### config.mk
export PLATFORM = sky130hd
export DESIGN_NAME = xor_checksum_frame_decoder
export DESIGN_NICKNAME = d
export VERILOG_FILES = /design/src/sv/xcfd_pkg.sv /design/src/sv/xor_checksum_frame_decoder.sv /design/src/sv/xcfd_out_skid.sv
export VERILOG_INCLUDE_DIRS = /design/src /design/src/sv
export SDC_FILE = /design/constraint.sdc
export NUM_CORES = 1
export LEC_CHECK = 0
export BUFFER_PORTS_ARGS = -buffer_cell sky130_fd_sc_hd__buf_4
export CAP_MARGIN = 0
export CORE_MARGIN = 10
export CORE_UTILIZATION = 55
export DETAILED_ROUTE_END_ITERATION = 8
export PLACE_DENSITY = 0.75
export SKIP_CTS_REPAIR_TIMING = 1
export SYNTH_ARGS = -nofsm -noshare
export SYNTH_HDL_FRONTEND = slang
export SYNTH_SLANG_ARGS = --single-unit
### constraint.sdc
create_clock -name clk -period 14.6 [get_ports clk]
set_input_delay 0.73 -clock clk [delete_from_list [all_inputs] [get_ports clk]]
set_output_delay 0.73 -clock clk [all_outputs]
set_load 0.03 [all_outputs]
### src/sv/xor_checksum_frame_decoder_assert.svh
// Assertion macros shared by the frame decoder modules.
`ifndef XOR_CHECKSUM_FRAME_DECODER_ASSERT_SVH
`define XOR_CHECKSUM_FRAME_DECODER_ASSERT_SVH

// The consequent must hold in the same cycle as the antecedent.
`define XCFD_ASSERT_SAME(label, ante, cons, msg) \
    label: assert property (@(posedge clk) disable iff (!rst_n) (ante) |-> (cons)) \
        else $error(msg);

// The consequent must hold in the cycle after the antecedent.
`define XCFD_ASSERT_NEXT(label, ante, cons, msg) \
    label: assert property (@(posedge clk) disable iff (!rst_n) (ante) |=> (cons)) \
        else $error(msg);

`endif

### src/sv/xcfd_pkg.sv
`default_nettype none

package xcfd_pkg;

    localparam int unsigned MAX_PAYLOAD = 128;
    localparam int unsigned CNT_W = $clog2(MAX_PAYLOAD + 1);
    localparam logic [7:0] START_BYTE = 8'hFE;

    typedef enum logic [1:0] {
        KIND_DATA = 2'd0,
        KIND_GOOD = 2'd1,
        KIND_BAD  = 2'd2,
        KIND_LONG = 2'd3
    } kind_t;

    typedef struct packed {
        kind_t       kind;
        logic [15:0] func_code;
        logic [15:0] payload_len;
        logic [6:0]  byte_index;
        logic [7:0]  data_byte;
    } result_t;

endpackage

`default_nettype wire

### src/sv/xor_checksum_frame_decoder.sv
`default_nettype none

// Decodes framed bytes from a serial link: start byte 0xFE, a 16-bit function code and a 16-bit
// payload length (most significant byte first), the payload and an XOR checksum byte. Every
// payload byte gives one word with its index, the checksum byte gives a good or bad word, and a
// length above MAX_PAYLOAD gives a length error word and drops the frame; a zero-length frame
// ends with no word. One byte is taken every cycle while in_stall is low, and its result word
// is registered in the output register, or in the skid entry while the output word is held;
// the frame state and running XOR are registered per byte taken. A two-entry output buffer
// lets input continue while a word waits, and in_stall rises only when both entries are full.
module xor_checksum_frame_decoder
    import xcfd_pkg::*;
(
    input  wire logic        clk,
    input  wire logic        rst_n,
    input  wire logic        in_valid,
    output logic             in_stall,
    input  wire logic [7:0]  rx_byte,
    output logic             out_valid,
    input  wire logic        out_stall,
    output logic [1:0]       kind,
    output logic [15:0]      func_code,
    output logic [15:0]      payload_len,
    output logic [6:0]       byte_index,
    output logic [7:0]       data_byte
);

    typedef enum logic [2:0] {
        PH_WAIT    = 3'd0,
        PH_FUNC_HI = 3'd1,
        PH_FUNC_LO = 3'd2,
        PH_LEN_HI  = 3'd3,
        PH_LEN_LO  = 3'd4,
        PH_DATA    = 3'd5,
        PH_SUM     = 3'd6
    } phase_t;

    phase_t             phase_reg, phase_next;
    logic [15:0]        func_reg, func_next;
    logic [15:0]        len_reg, len_next;
    logic [CNT_W-1:0]   count_reg, count_next;
    logic [7:0]         xor_reg, xor_next;
    logic               accept;
    logic               full;
    logic               push;
    result_t            res;
    result_t            out_word;

    assign in_stall = full;
    assign accept   = in_valid && !full;

    always_comb
    begin
        phase_next = phase_reg;
        func_next  = func_reg;
        len_next   = len_reg;
        count_next = count_reg;
        xor_next   = xor_reg;
        push       = 1'b0;
        res.kind        = KIND_DATA;
        res.byte_index  = 7'd0;
        res.data_byte   = 8'd0;
        if (accept)
        begin
            case (phase_reg)
                PH_WAIT:
                begin
                    if (rx_byte == START_BYTE)
                    begin
                        func_next  = 16'd0;
                        len_next   = 16'd0;
                        count_next = '0;
                        xor_next   = START_BYTE;
                        phase_next = PH_FUNC_HI;
                    end
                end
                PH_FUNC_HI:
                begin
                    func_next  = {rx_byte, 8'd0};
                    xor_next   = xor_reg ^ rx_byte;
                    phase_next = PH_FUNC_LO;
                end
                PH_FUNC_LO:
                begin
                    func_next  = {func_reg[15:8], rx_byte};
                    xor_next   = xor_reg ^ rx_byte;
                    phase_next = PH_LEN_HI;
                end
                PH_LEN_HI:
                begin
                    len_next   = {rx_byte, 8'd0};
                    xor_next   = xor_reg ^ rx_byte;
                    phase_next = PH_LEN_LO;
                end
                PH_LEN_LO:
                begin
                    len_next = {len_reg[15:8], rx_byte};
                    xor_next = xor_reg ^ rx_byte;
                    if (len_next == 16'd0)
                    begin
                        phase_next = PH_WAIT;
                    end
                    else if (len_next > 16'(MAX_PAYLOAD))
                    begin
                        res.kind   = KIND_LONG;
                        push       = 1'b1;
                        phase_next = PH_WAIT;
                    end
                    else
                    begin
                        phase_next = PH_DATA;
                    end
                end
                PH_DATA:
                begin
                    xor_next       = xor_reg ^ rx_byte;
                    res.kind       = KIND_DATA;
                    res.byte_index = 7'(count_reg);
                    res.data_byte  = rx_byte;
                    push           = 1'b1;
                    count_next     = count_reg + CNT_W'(1);
                    if (16'(count_next) == len_reg)
                    begin
                        phase_next = PH_SUM;
                    end
                end
                PH_SUM:
                begin
                    res.kind      = (xor_reg == rx_byte) ? KIND_GOOD : KIND_BAD;
                    res.data_byte = rx_byte;
                    push          = 1'b1;
                    phase_next    = PH_WAIT;
                end
                default:
                begin
                    phase_next = PH_WAIT;
                end
            endcase
        end
        res.func_code   = func_next;
        res.payload_len = len_next;
    end

    always_ff @(posedge clk or negedge rst_n)
    begin
        if (!rst_n)
        begin
            phase_reg <= PH_WAIT;
            func_reg  <= 16'd0;
            len_reg   <= 16'd0;
            count_reg <= '0;
            xor_reg   <= START_BYTE;
        end
        else
        begin
            phase_reg <= phase_next;
            func_reg  <= func_next;
            len_reg   <= len_next;
            count_reg <= count_next;
            xor_reg   <= xor_next;
        end
    end

    xcfd_out_skid u_out_skid (
        .clk       (clk),
        .rst_n     (rst_n),
        .push      (push),
        .push_word (res),
        .full      (full),
        .out_valid (out_valid),
        .out_stall (out_stall),
        .out_word  (out_word)
    );

    assign kind        = out_word.kind;
    assign func_code   = out_word.func_code;
    assign payload_len = out_word.payload_len;
    assign byte_index  = out_word.byte_index;
    assign data_byte   = out_word.data_byte;

    `include "xor_checksum_frame_decoder_assert.svh"

    `XCFD_ASSERT_SAME(a_data_len_bounds, phase_reg == PH_DATA,
        (16'(count_reg) < len_reg) && (len_reg <= 16'(MAX_PAYLOAD)),
        "Payload count or length out of range while taking payload.")
    `XCFD_ASSERT_NEXT(a_sum_returns_to_wait, accept && phase_reg == PH_SUM,
        phase_reg == PH_WAIT && out_valid,
        "Checksum byte did not end the frame with a result word.")

endmodule

`default_nettype wire

### src/sv/xcfd_out_skid.sv
`default_nettype none

module xcfd_out_skid
    import xcfd_pkg::*;
(
    input  wire logic    clk,
    input  wire logic    rst_n,
    input  wire logic    push,
    input  wire result_t push_word,
    output logic         full,
    output logic         out_valid,
    input  wire logic    out_stall,
    output result_t      out_word
);

    logic    out_valid_reg;
    logic    skid_valid_reg;
    result_t out_word_reg;
    result_t skid_word_reg;
    logic    pop;

    assign pop       = out_valid_reg && !out_stall;
    assign full      = skid_valid_reg;
    assign out_valid = out_valid_reg;
    assign out_word  = out_word_reg;

    always_ff @(posedge clk or negedge rst_n)
    begin
        if (!rst_n)
        begin
            out_valid_reg  <= 1'b0;
            skid_valid_reg <= 1'b0;
        end
        else if (skid_valid_reg)
        begin
            if (pop)
            begin
                out_valid_reg  <= 1'b1;
                skid_valid_reg <= 1'b0;
            end
        end
        else if (push)
        begin
            if (!out_valid_reg || pop)
            begin
                out_valid_reg <= 1'b1;
            end
            else
            begin
                skid_valid_reg <= 1'b1;
            end
        end
        else if (pop)
        begin
            out_valid_reg <= 1'b0;
        end
    end

    always_ff @(posedge clk)
    begin
        if (skid_valid_reg)
        begin
            if (pop)
            begin
                out_word_reg <= skid_word_reg;
            end
        end
        else if (push)
        begin
            if (!out_valid_reg || pop)
            begin
                out_word_reg <= push_word;
            end
            else
            begin
                skid_word_reg <= push_word;
            end
        end
    end

    `include "xor_checksum_frame_decoder_assert.svh"

    `XCFD_ASSERT_SAME(a_skid_behind_out, skid_valid_reg, out_valid_reg,
        "Skid entry holds a word while the output register is empty.")
    `XCFD_ASSERT_SAME(a_no_push_when_full, skid_valid_reg, !push,
        "A word was pushed while both entries were full.")
    `XCFD_ASSERT_NEXT(a_stalled_full_holds, skid_valid_reg && out_stall,
        skid_valid_reg && out_valid_reg,
        "A stalled full buffer lost a word.")

endmodule

`default_nettype wire
==> impl_metrics.tcl, run 1 <==
set metrics [dict create \
    dpl.hpwl_mm 9.50 \
    num_rows 39 \
    maxSlewViolCount 0 \
    final_cell_count_no_fill 713 \
    routed_via_density 5.74 \
    clockPowerShare_pct 30.0 \
    fin_hold_ws_ns 0.339 \
    use_met2_pct 26.5 \
    synth-edff-count 98 \
    crit_fanout 26 \
    tritoncts "done" \
    finalHoldViolCount 0 \
    startpoint_type "register" \
    crit_path_end_kind "register" \
    vias 4092 \
    dieArea_um2 16500 \
    syn_area_um2 6450 \
    nFillCells 801 \
    clk_path_buf_depth 2 \
    netlist-cell-type-count 52 \
    worst_path_max_delay_cell "dfrtp_1" \
    ys_ff_latch 151 \
    grt_pass1_wl_mm 22.9 \
    clk_latency_ns 0.42 \
    ys_seq_area_share_pct 66.3 \
    final_layout_size_suffix_gt1_share_pct 25.4 \
    clock_skew_ns 0.0103 \
    critical_path_class "register to register" \
    die_y_um 128 \
    htreeDepth 4 \
    place_congestion 0.900 \
    relSlewSlack_pct 45.2 \
    p_comb_share_pct 27.4 \
    drt_iter0_markers 250 \
    syn_inst 499 \
    seqPwrFrac_pct 42.6 \
    grt_util_met1_pct 23.8 \
    drcViolationCount 0 \
    ys_warn_count 0 \
    power_density_nw_per_um2 199 \
    syn_avg_cell_area_um2 12.9 \
    switching_share_pct 32.2 \
    min_period_over_period_pct 24.3 \
    reg2regPathDepth 6 \
    synth_top_area_share_pct 45.6 \
    grt_usage_pct 17.8 \
    yosys.area.top_type "edfxtp_1" \
    finalCriticalPeriod_ns 3.55 \
    setup_tns_ns 0 \
    initial_core_util_pct 56.3 \
    firstDrtPassIters 4 \
    p_leak_uw 0.00316 \
    post_synth_most_frequent_cells "98 x edfxtp_1, 47 x o21ai_0, 46 x dfrtp_1" \
    worst_slew_pin_slew_ns 0.813 \
    setup_viol 0 \
    max_cap_viol_count 0 \
    ys.flop_type "edfxtp_1" \
    peakVddDrop_mv 0.112 \
    io_buffer_count 62 \
    dpl.cell_count 681 \
    ys_top_cells_by_area "edfxtp_1 46%, dfrtp_1 18%, mux2_2 5.6%" \
    switchingPower_uw 490 \
    wl_mm 14.1 \
    io_pins 63 \
    numCtsBuffers 17 \
    hold_path.class "input pin to async pin" \
    nNetsFinal 570 \
    syn-num-nets 512 \
    worst_ep_arrival_time_ns 3.63 \
    grt_max_degree 54 \
    cpPeakStageDelay_ns 0.76 \
    synthToLayoutAreaGrowth_pct 18.4 \
    synth.most_common_cell "edfxtp_1" \
    diodes 0 \
    p_int_uw 1030 \
    cts.clk_slew.worst_paths_ns 0.06 \
    numClockSinks 151 \
    max_freq_ghz 0.282 \
    core_area_um2 11500 \
    wl_per_cell_um 19.7 \
    status "complete, no violations" \
    met3_usage_pct 5.62 \
    required_ns 14.68 \
    crit_chain "inv_1, nor2_1, o21a_1, o21ai_0, nor2_4, buf_4" \
    rsz0062_at_grt "false" \
    drtAntennaViolNets 0 \
    grt_overflow 0 \
    grt_busiest_layer "met2" \
    final_util_pct 66.6 \
    antenna_found_initial 0 \
    ys_async_sr_fraction_pct 35.1 \
    first_global_vias 4167 \
    root_buffer "clkbuf_16" \
    die_x_um 128 \
]
## per-layer routing
layer  vias to the layer above  wire [um]
li1                       1913          -
met1                      2010       6250
met2                       145       6580
met3                        24        897
met4                         0        327
met5                         -          0
## path summary, 6_finish.rpt
path	start	endpoint	slack, ns
min	rst_n	func_reg[2]$_DFF_PN0_	0.34
min in group clk	xor_reg[1]$_DFFE_PN1P_	xor_reg[1]$_DFFE_PN1P_	0.53
max in group asynchronous	rst_n	count_reg[4]$_DFFE_PN0P_	13.78
max reg2reg	phase_reg[2]$_DFFE_PN0P_	u_out_skid.skid_word_reg[21]$_DFFE_PP_	11.05
min reg2reg	xor_reg[1]$_DFFE_PN1P_	xor_reg[1]$_DFFE_PN1P_	0.53
max	phase_reg[2]$_DFFE_PN0P_	u_out_skid.skid_word_reg[21]$_DFFE_PP_	11.05
## area by class of cell
class | count | area [um2] | share of cell area (%)
sequential | 151 | 4280 | 56.0
multi-input combinational | 284 | 1920 | 25.2
timing repair buffer | 67 | 503 | 6.58
clock buffer | 20 | 447 | 5.85
tap | 143 | 179 | 2.34
clock inverter | 12 | 174 | 2.28
inverter | 36 | 135 | 1.77
## through the flow
stage / cell area, um2 / power [uW] / setup slack, ns
finish: 7640 / 1520 / 11.05
CTS: 7640 / 1530 / 11.03
global route: 7640 / 1600 / 10.76
floorplan: 6450 / 945 / 9.01
detailed placement: 7020 / 1070 / 11.03
global placement: 7020 / 1060 / 11.18
## logic make-up after synthesis
family / Yosys count / share of synthesized area, %
DFF: 151 / 66.3
and+or+nand+nor: 128 / 9.97
AOI/OAI and AO/OA: 100 / 10.6
buffers and inverters: 64 / 4.17
muxes: 34 / 5.89
xor gates and xnor gates: 21 / 2.85
adders and majority gates: 1 / 0.194
## power by group through the flow
stage / clock [uW] / sequential (uW) / combinational (uW)
2_1_floorplan: 0 / 697 / 248
3_3_place_gp: 0 / 650 / 409
3_5_place_dp: 0 / 655 / 419
4_1_cts: 464 / 648 / 422
5_1_grt: 482 / 659 / 463
6_report: 457 / 649 / 417
## layout by cell type, fill, tap and decap left out, drive strengths merged, types with 5 or more instances in the layout
cell type / count
mux2: 32
xor2: 13
nor4: 6
edfxtp: 98
buf: 67
o22a: 7
clkbuf: 20
nand2: 29
and3: 9
inv: 36
dfrtp: 46
clkinv: 8
nor2: 26
xnor2: 8
a21o: 17
o21ai: 48
dfstp: 7
or3: 5
and2: 11
nand3: 29
## worst max-delay path: cells and delay by family (launching register included)
| kind | cells | cell delay (ns) |
|---|---|---|
| flip-flops | 1 | 0.76 |
| AND/OR/NAND/NOR | 2 | 1.19 |
| AO/OA/AOI/OAI | 2 | 0.50 |
| buffers and inverters | 2 | 0.74 |
(Power assumes the default switching activity.)
==> run 2, diff against run 1 <==
--- a/config.mk
+++ b/config.mk
@@ -6,10 +6,11 @@
 export SDC_FILE = /design/constraint.sdc
 export NUM_CORES = 1
 export LEC_CHECK = 0
+export ABC_AREA = 1
 export BUFFER_PORTS_ARGS = -buffer_cell sky130_fd_sc_hd__buf_4
 export CAP_MARGIN = 0
 export CORE_MARGIN = 10
-export CORE_UTILIZATION = 55
+export CORE_UTILIZATION = 53
 export DETAILED_ROUTE_END_ITERATION = 8
 export PLACE_DENSITY = 0.75
 export SKIP_CTS_REPAIR_TIMING = 1
==> constraint.sdc (replaced) <==
create_clock -name clk -period 3.1 [get_ports clk]
set_input_delay 0.155 -clock clk [delete_from_list [all_inputs] [get_ports clk]]
set_output_delay 0.155 -clock clk [all_outputs]
set_load 0.03 [all_outputs]
==> impl_metrics.tcl, run 2 <==
set metrics [dict create \
    status "complete, no violations" \
    core_area_um2 12000 \
    io_pins 63 \
    syn_inst 590 \
    cpPeakStageDelay_ns 0.57 \
    antenna_found_initial 0 \
    place_congestion 0.879 \
    yosys.area_share.simple_pct 17.4 \
    path_buf_inv 2 \
    firstDrtPassIters 5 \
    initial_core_util_pct 53.9 \
    grt_max_degree 54 \
    drt_iter0_markers 427 \
    ys_top_cells_by_area "edfxtp_1 46%, dfrtp_1 18%, nand2_1 8.7%" \
    rsz0062_at_grt "false" \
    numCtsBuffers 17 \
    diodes 0 \
    num_rows 40 \
    netlist-cell-type-count 34 \
    path_common_cell "nand2_1" \
    drcViolationCount 0 \
    finalHoldViolCount 0 \
    synth.most_common_cell "nand2_1" \
    ys_async_sr_fraction_pct 35.1 \
    max_cap_viol_count 0 \
    dieArea_um2 17000 \
    crit_path_end_kind "register" \
    cts.clk_slew.worst_paths_ns 0.06 \
    die_y_um 130 \
    drtAntennaViolNets 0 \
    vias 4552 \
    first_global_vias 4534 \
    clk_path_buf_depth 2 \
    synth_top_area_share_pct 45.6 \
    power_density_nw_per_um2 945 \
    setup_viol 0 \
    synth_top_family_by_area "simple AND/OR/NAND/NOR gates" \
    synth-edff-count 98 \
    worst_ep_arrival_time_ns 2.36 \
    syn_avg_cell_area_um2 10.9 \
    routed_via_density 5.54 \
    grt_usage_pct 17.7 \
    crit_chain "nand2_1, nor2_1, nor2_1, buf_4, nand2_1, nand2_1, a21oi_4, buf_4" \
    ys_ff_latch 151 \
    layout.cells.most_common "nand2_1" \
    worst_slew_pin_slew_ns 0.719 \
    dpl.cell_count 789 \
    critical_path_class "register to register" \
    grt_pass1_wl_mm 23.1 \
    numClockSinks 151 \
    min_period_over_period_pct 74.1 \
    final_util_pct 63.8 \
    final_cell_mix "149 x nand2_1, 98 x edfxtp_1, 68 x buf_4" \
    hold_path.class "input pin to register" \
    nNetsFinal 675 \
    final_layout_size_suffix_gt1_share_pct 21.0 \
    wl_per_cell_um 17.4 \
    dpl-instance-area_um2 7070 \
    synth_compound_area_share_pct 9.29 \
    power_uw 7210 \
    clock_skew_ns 0.0104 \
    crit_fanout 36 \
    synthAdderAreaFrac_pct 0.194 \
    synth_xor_xnor_area_share_pct 1.36 \
    startpoint_type "register" \
    ys_seq_area_share_pct 66.3 \
    clk_latency_ns 0.42 \
    syn_area_um2 6450 \
    finalInstanceArea_um2 7630 \
    grt_overflow 0 \
    maxSlewViolCount 0 \
    critPathTopFamily "buffers and inverters" \
    io_buffer_count 62 \
    yosys.area.top_type "edfxtp_1" \
    setup_tns_ns 0 \
    synthToLayoutAreaGrowth_pct 18.4 \
    root_buffer "clkbuf_16" \
    finalCriticalPeriod_ns 2.30 \
    ys_warn_count 0 \
    syn-num-nets 603 \
    htreeDepth 4 \
    synthMuxAreaShare_pct 0 \
    p_leak_uw 0.00328 \
    peakVddDrop_mv 0.429 \
    final_cell_count_no_fill 822 \
    die_x_um 130 \
    ys.flop_type "edfxtp_1" \
    tritoncts "done" \
    max_freq_ghz 0.435 \
    relSlewSlack_pct 52.1 \
    post_synth_most_frequent_cells "149 x nand2_1, 98 x edfxtp_1, 63 x inv_1" \
    required_ns 3.17 \
    dpl.hpwl_mm 9.56 \
    wl_mm 14.3 \
    worst_path_max_delay_cell "dfrtp_1" \
]
-- run 2: cell types whose count changed after synthesis, sizes merged, moves of 11 or more --
cell | previous run | this run
o21ai | 48 | 59
nor2 | 26 | 46
a21o | 17 | 0
inv | 35 | 70
mux2 | 32 | 0
and2 | 11 | 0
nand2 | 29 | 156
a22oi | 0 | 16
-- run 2: worst reg2reg max path, stage by stage (launching register included) --
cell	delay (ns)
dfrtp_1	0.57
nand2_1	0.14
nor2_1	0.18
nor2_1	0.07
buf_4	0.19
nand2_1	0.10
nand2_1	0.10
a21oi_4	0.15
buf_4	0.42
-- run 2: logic make-up (layout without fill, tap and decap cells) --
family,count (synthesis),count (layout)
xor+xnor,10,10
fa+ha+maj,1,1
simple gates,247,247
compound gates,94,94
buf+inv,87,172
flops,151,151
-- run 2: routing by layer --
layer | part of all wire [%] | global-route usage [%]
met1 | 43 | 22.3
met2 | 47 | 28.3
met3 | 7.9 | 5.23
met4 | 2.3 | 6.68
met5 | 0 | 0
-- run 2: final timing paths --
check,start,to,slack [ns],cells past startpoint
max in group asynchronous,rst_n,u_out_skid.full$_DFF_PN0_,2.24,2
max,phase_reg[2]$_DFFE_PN0P_,u_out_skid.out_word[28]$_DFFE_PP_,0.80,8
max reg2reg,phase_reg[2]$_DFFE_PN0P_,u_out_skid.out_word[28]$_DFFE_PP_,0.80,8
min in group asynchronous,rst_n,func_reg[2]$_DFF_PN0_,0.33,2
min reg2reg,u_out_skid.skid_word_reg[15]$_DFFE_PP_,u_out_skid.out_word[15]$_DFFE_PP_,0.52,2
min,out_stall,u_out_skid.out_valid$_DFFE_PN0P_,0.03,3
-- run 2: metrics by stage --
step | setup WS [ns] | hold slack [ns]
2_1_floorplan | 0.202 | -0.141
3_3_place_gp | 0.929 | 0.248
3_5_place_dp | 0.845 | 0.254
4_1_cts | 0.822 | -0.182
5_1_grt | 0.683 | 0.0731
6_report | 0.803 | 0.0298
-- run 2: area by class of cell --
type,instances,area (um2)
Tap cell,147,184
Timing Repair Buffer,69,520
Fill cell,925,4330
Multi-Input combinational cell,352,1830
Sequential cell,151,4280
Clock inverter,11,101
Clock buffer,21,450
Inverter,71,267
-- run 2: report_power, final --
| group | total (uW) | switching (uW) | internal (uW) | leakage (uW) |
|---|---|---|---|---|
| Clock | 1930 | 800 | 1130 | 0.000260 |
| Combinational | 2310 | 1610 | 696 | 0.00146 |
| Sequential | 2980 | 260 | 2720 | 0.00157 |
==> run 3, diff against run 2 <==
==> constraint.sdc (replaced) <==
create_clock -name clk -period 2 [get_ports clk]
set_input_delay 0.1 -clock clk [delete_from_list [all_inputs] [get_ports clk]]
set_output_delay 0.1 -clock clk [all_outputs]
set_load 0.03 [all_outputs]
==> impl_metrics.tcl, run 3 (synthesized netlist as in run 2, its figures left out) <==
set metrics [dict create \
    fin_hold_ws_ns -0.00762 \
    rr_endpoint "u_out_skid.out_word[35]$_DFFE_PP_" \
    worst_path_max_delay_cell "dfrtp_2" \
    power_uw 11600 \
    place_congestion 0.935 \
    power_density_nw_per_um2 1470 \
    root_buffer "clkbuf_16" \
    core_area_um2 12000 \
    finalCriticalPeriod_ns 1.85 \
    regArea_um2 4280 \
    first_global_vias 4435 \
    num_rows 40 \
    crit_path_start "u_out_skid.full$_DFF_PN0_" \
    p_leak_uw 0.00339 \
    crit_fanout 8 \
    wl_mm 14.4 \
    dpl.cell_count 804 \
    clk_path_buf_depth 2 \
    setup_viol 0 \
    drt_iter0_markers 488 \
    setup_tns_ns 0 \
    reg2regPathDepth 7 \
    drcViolationCount 0 \
    crit_path_end "u_out_skid.out_word[35]$_DFFE_PP_" \
    nNetsFinal 691 \
    initial_core_util_pct 53.9 \
    grt_max_degree 54 \
    wl_per_cell_um 17.1 \
    final_cell_mix "146 x nand2_1, 98 x edfxtp_1, 80 x buf_4" \
    status "finished with violations" \
    max_freq_ghz 0.540 \
    hold_path.class "input pin to register" \
    crit_path_end_kind "register" \
    tritoncts "done" \
    diodes 0 \
    rsz0062_at_grt "false" \
    clk_latency_ns 0.43 \
    dieArea_um2 17000 \
    required_ns 2.29 \
    startpoint_type "register" \
    numCtsBuffers 17 \
    maxSlewViolCount 0 \
    violations "negative hold slack" \
    die_x_um 130 \
    grt_pass1_wl_mm 22.8 \
    firstDrtPassIters 5 \
    dpl.hpwl_mm 9.79 \
    finalHoldViolCount 1 \
    critical_path_class "register to register" \
    dpl-instance-area_um2 7270 \
    relSlewSlack_pct 52.2 \
    htreeDepth 4 \
    max_cap_viol_count 0 \
    min_period_over_period_pct 92.5 \
    path_common_cell "nand2_1" \
    clock_skew_ns 0.00794 \
    rr_startpoint "u_out_skid.full$_DFF_PN0_" \
    grt_overflow 0 \
    peakVddDrop_mv 0.601 \
    cts.clk_slew.worst_paths_ns 0.06 \
    cpPeakStageDelay_ns 0.44 \
    multi_input_area_um2 1870 \
    worst_ep_arrival_time_ns 2.14 \
    io_buffer_count 62 \
    layout.cells.most_common "nand2_1" \
    nFillCells 870 \
    final_layout_size_suffix_gt1_share_pct 25.0 \
    numClockSinks 151 \
    finalInstanceArea_um2 7880 \
    die_y_um 130 \
    drtAntennaViolNets 0 \
    r2r_slack_ns 0.15 \
    synthToLayoutAreaGrowth_pct 22.2 \
    vias 4578 \
    crit_chain "nor2_4, inv_2, nor2_1, inv_1, o21ai_1, nand2_1, nand2_1" \
    routed_via_density 5.46 \
    grt_usage_pct 17.5 \
    io_pins 63 \
    worst_slew_pin_slew_ns 0.717 \
    final_cell_count_no_fill 838 \
    antenna_found_initial 0 \
]
==> run 3: cell count changes in the layout (fill, tap and decap cells not counted), moves of 3 or more <==
cell      delta
nor2_4       +3
nand2_2      +3
clkinv_4     +3
buf_4       +12
nor2_1       -5
buf_12       +4
nand2_1      -3
clkbuf_1     -3
==> run 3: final cells by class <==
type                       count  share of cell area (%)
inverter                      71                    3.48
sequential                   151                    54.3
clock inverter                15                    1.97
multi-input combinational    352                    23.7
timing repair buffer          85                    8.77
tap                          147                    2.33
clock buffer                  17                    5.40
==> run 3: metal layers <==
layer	track usage (%)	up-vias	share of wire, %
met5	0	-	0
met4	5.62	0	2.4
met3	5.56	41	8.5
met2	27.3	188	46
met1	22.8	2176	43
li1	-	2173	-
==> run 3: worst min-delay path by stage <==
| stage | slack (ns) | end | cells past startpoint | startpoint |
|---|---|---|---|---|
| global route | 0.004 | u_out_skid.out_valid$_DFFE_PN0P_ | 3 | out_stall |
| floorplan | -0.20 | count_reg[0]$_DFFE_PN0P_ | 0 | rst_n |
| finish | -0.008 | u_out_skid.out_valid$_DFFE_PN0P_ | 3 | out_stall |
| global placement | 0.20 | count_reg[2]$_DFFE_PN0P_ | 1 | rst_n |
| CTS | -0.25 | len_reg[4]$_DFF_PN0_ | 1 | rst_n |
| detailed placement | 0.20 | count_reg[2]$_DFFE_PN0P_ | 1 | rst_n |
==> run 3: metrics by stage <==
step | setup slack [ns] | util [%]
after floorplan | -0.222 | -
after global placement | 0.196 | 60.8
after detailed placement | 0.0970 | 60.8
after CTS | 0.0415 | 65.6
after global routing | 0.0347 | 65.9
final | 0.150 | 65.9
==> run 3: worst max-delay path: cells and delay by family, from the launching register on <==
| kind | cells | cell delay [ns] |
|---|---|---|
| DFF | 1 | 0.44 |
| AOI/OAI and AO/OA | 1 | 0.28 |
| and+or+nand+nor | 4 | 0.68 |
| buffers and inverters | 2 | 0.30 |
==> run 3: power breakdown <==
group | switching [uW] | total [uW] | leakage, uW | internal, uW
clock network | 1280 | 3110 | 0.000271 | 1840
registers | 325 | 4540 | 0.00156 | 4220
logic | 2670 | 3920 | 0.00155 | 1260
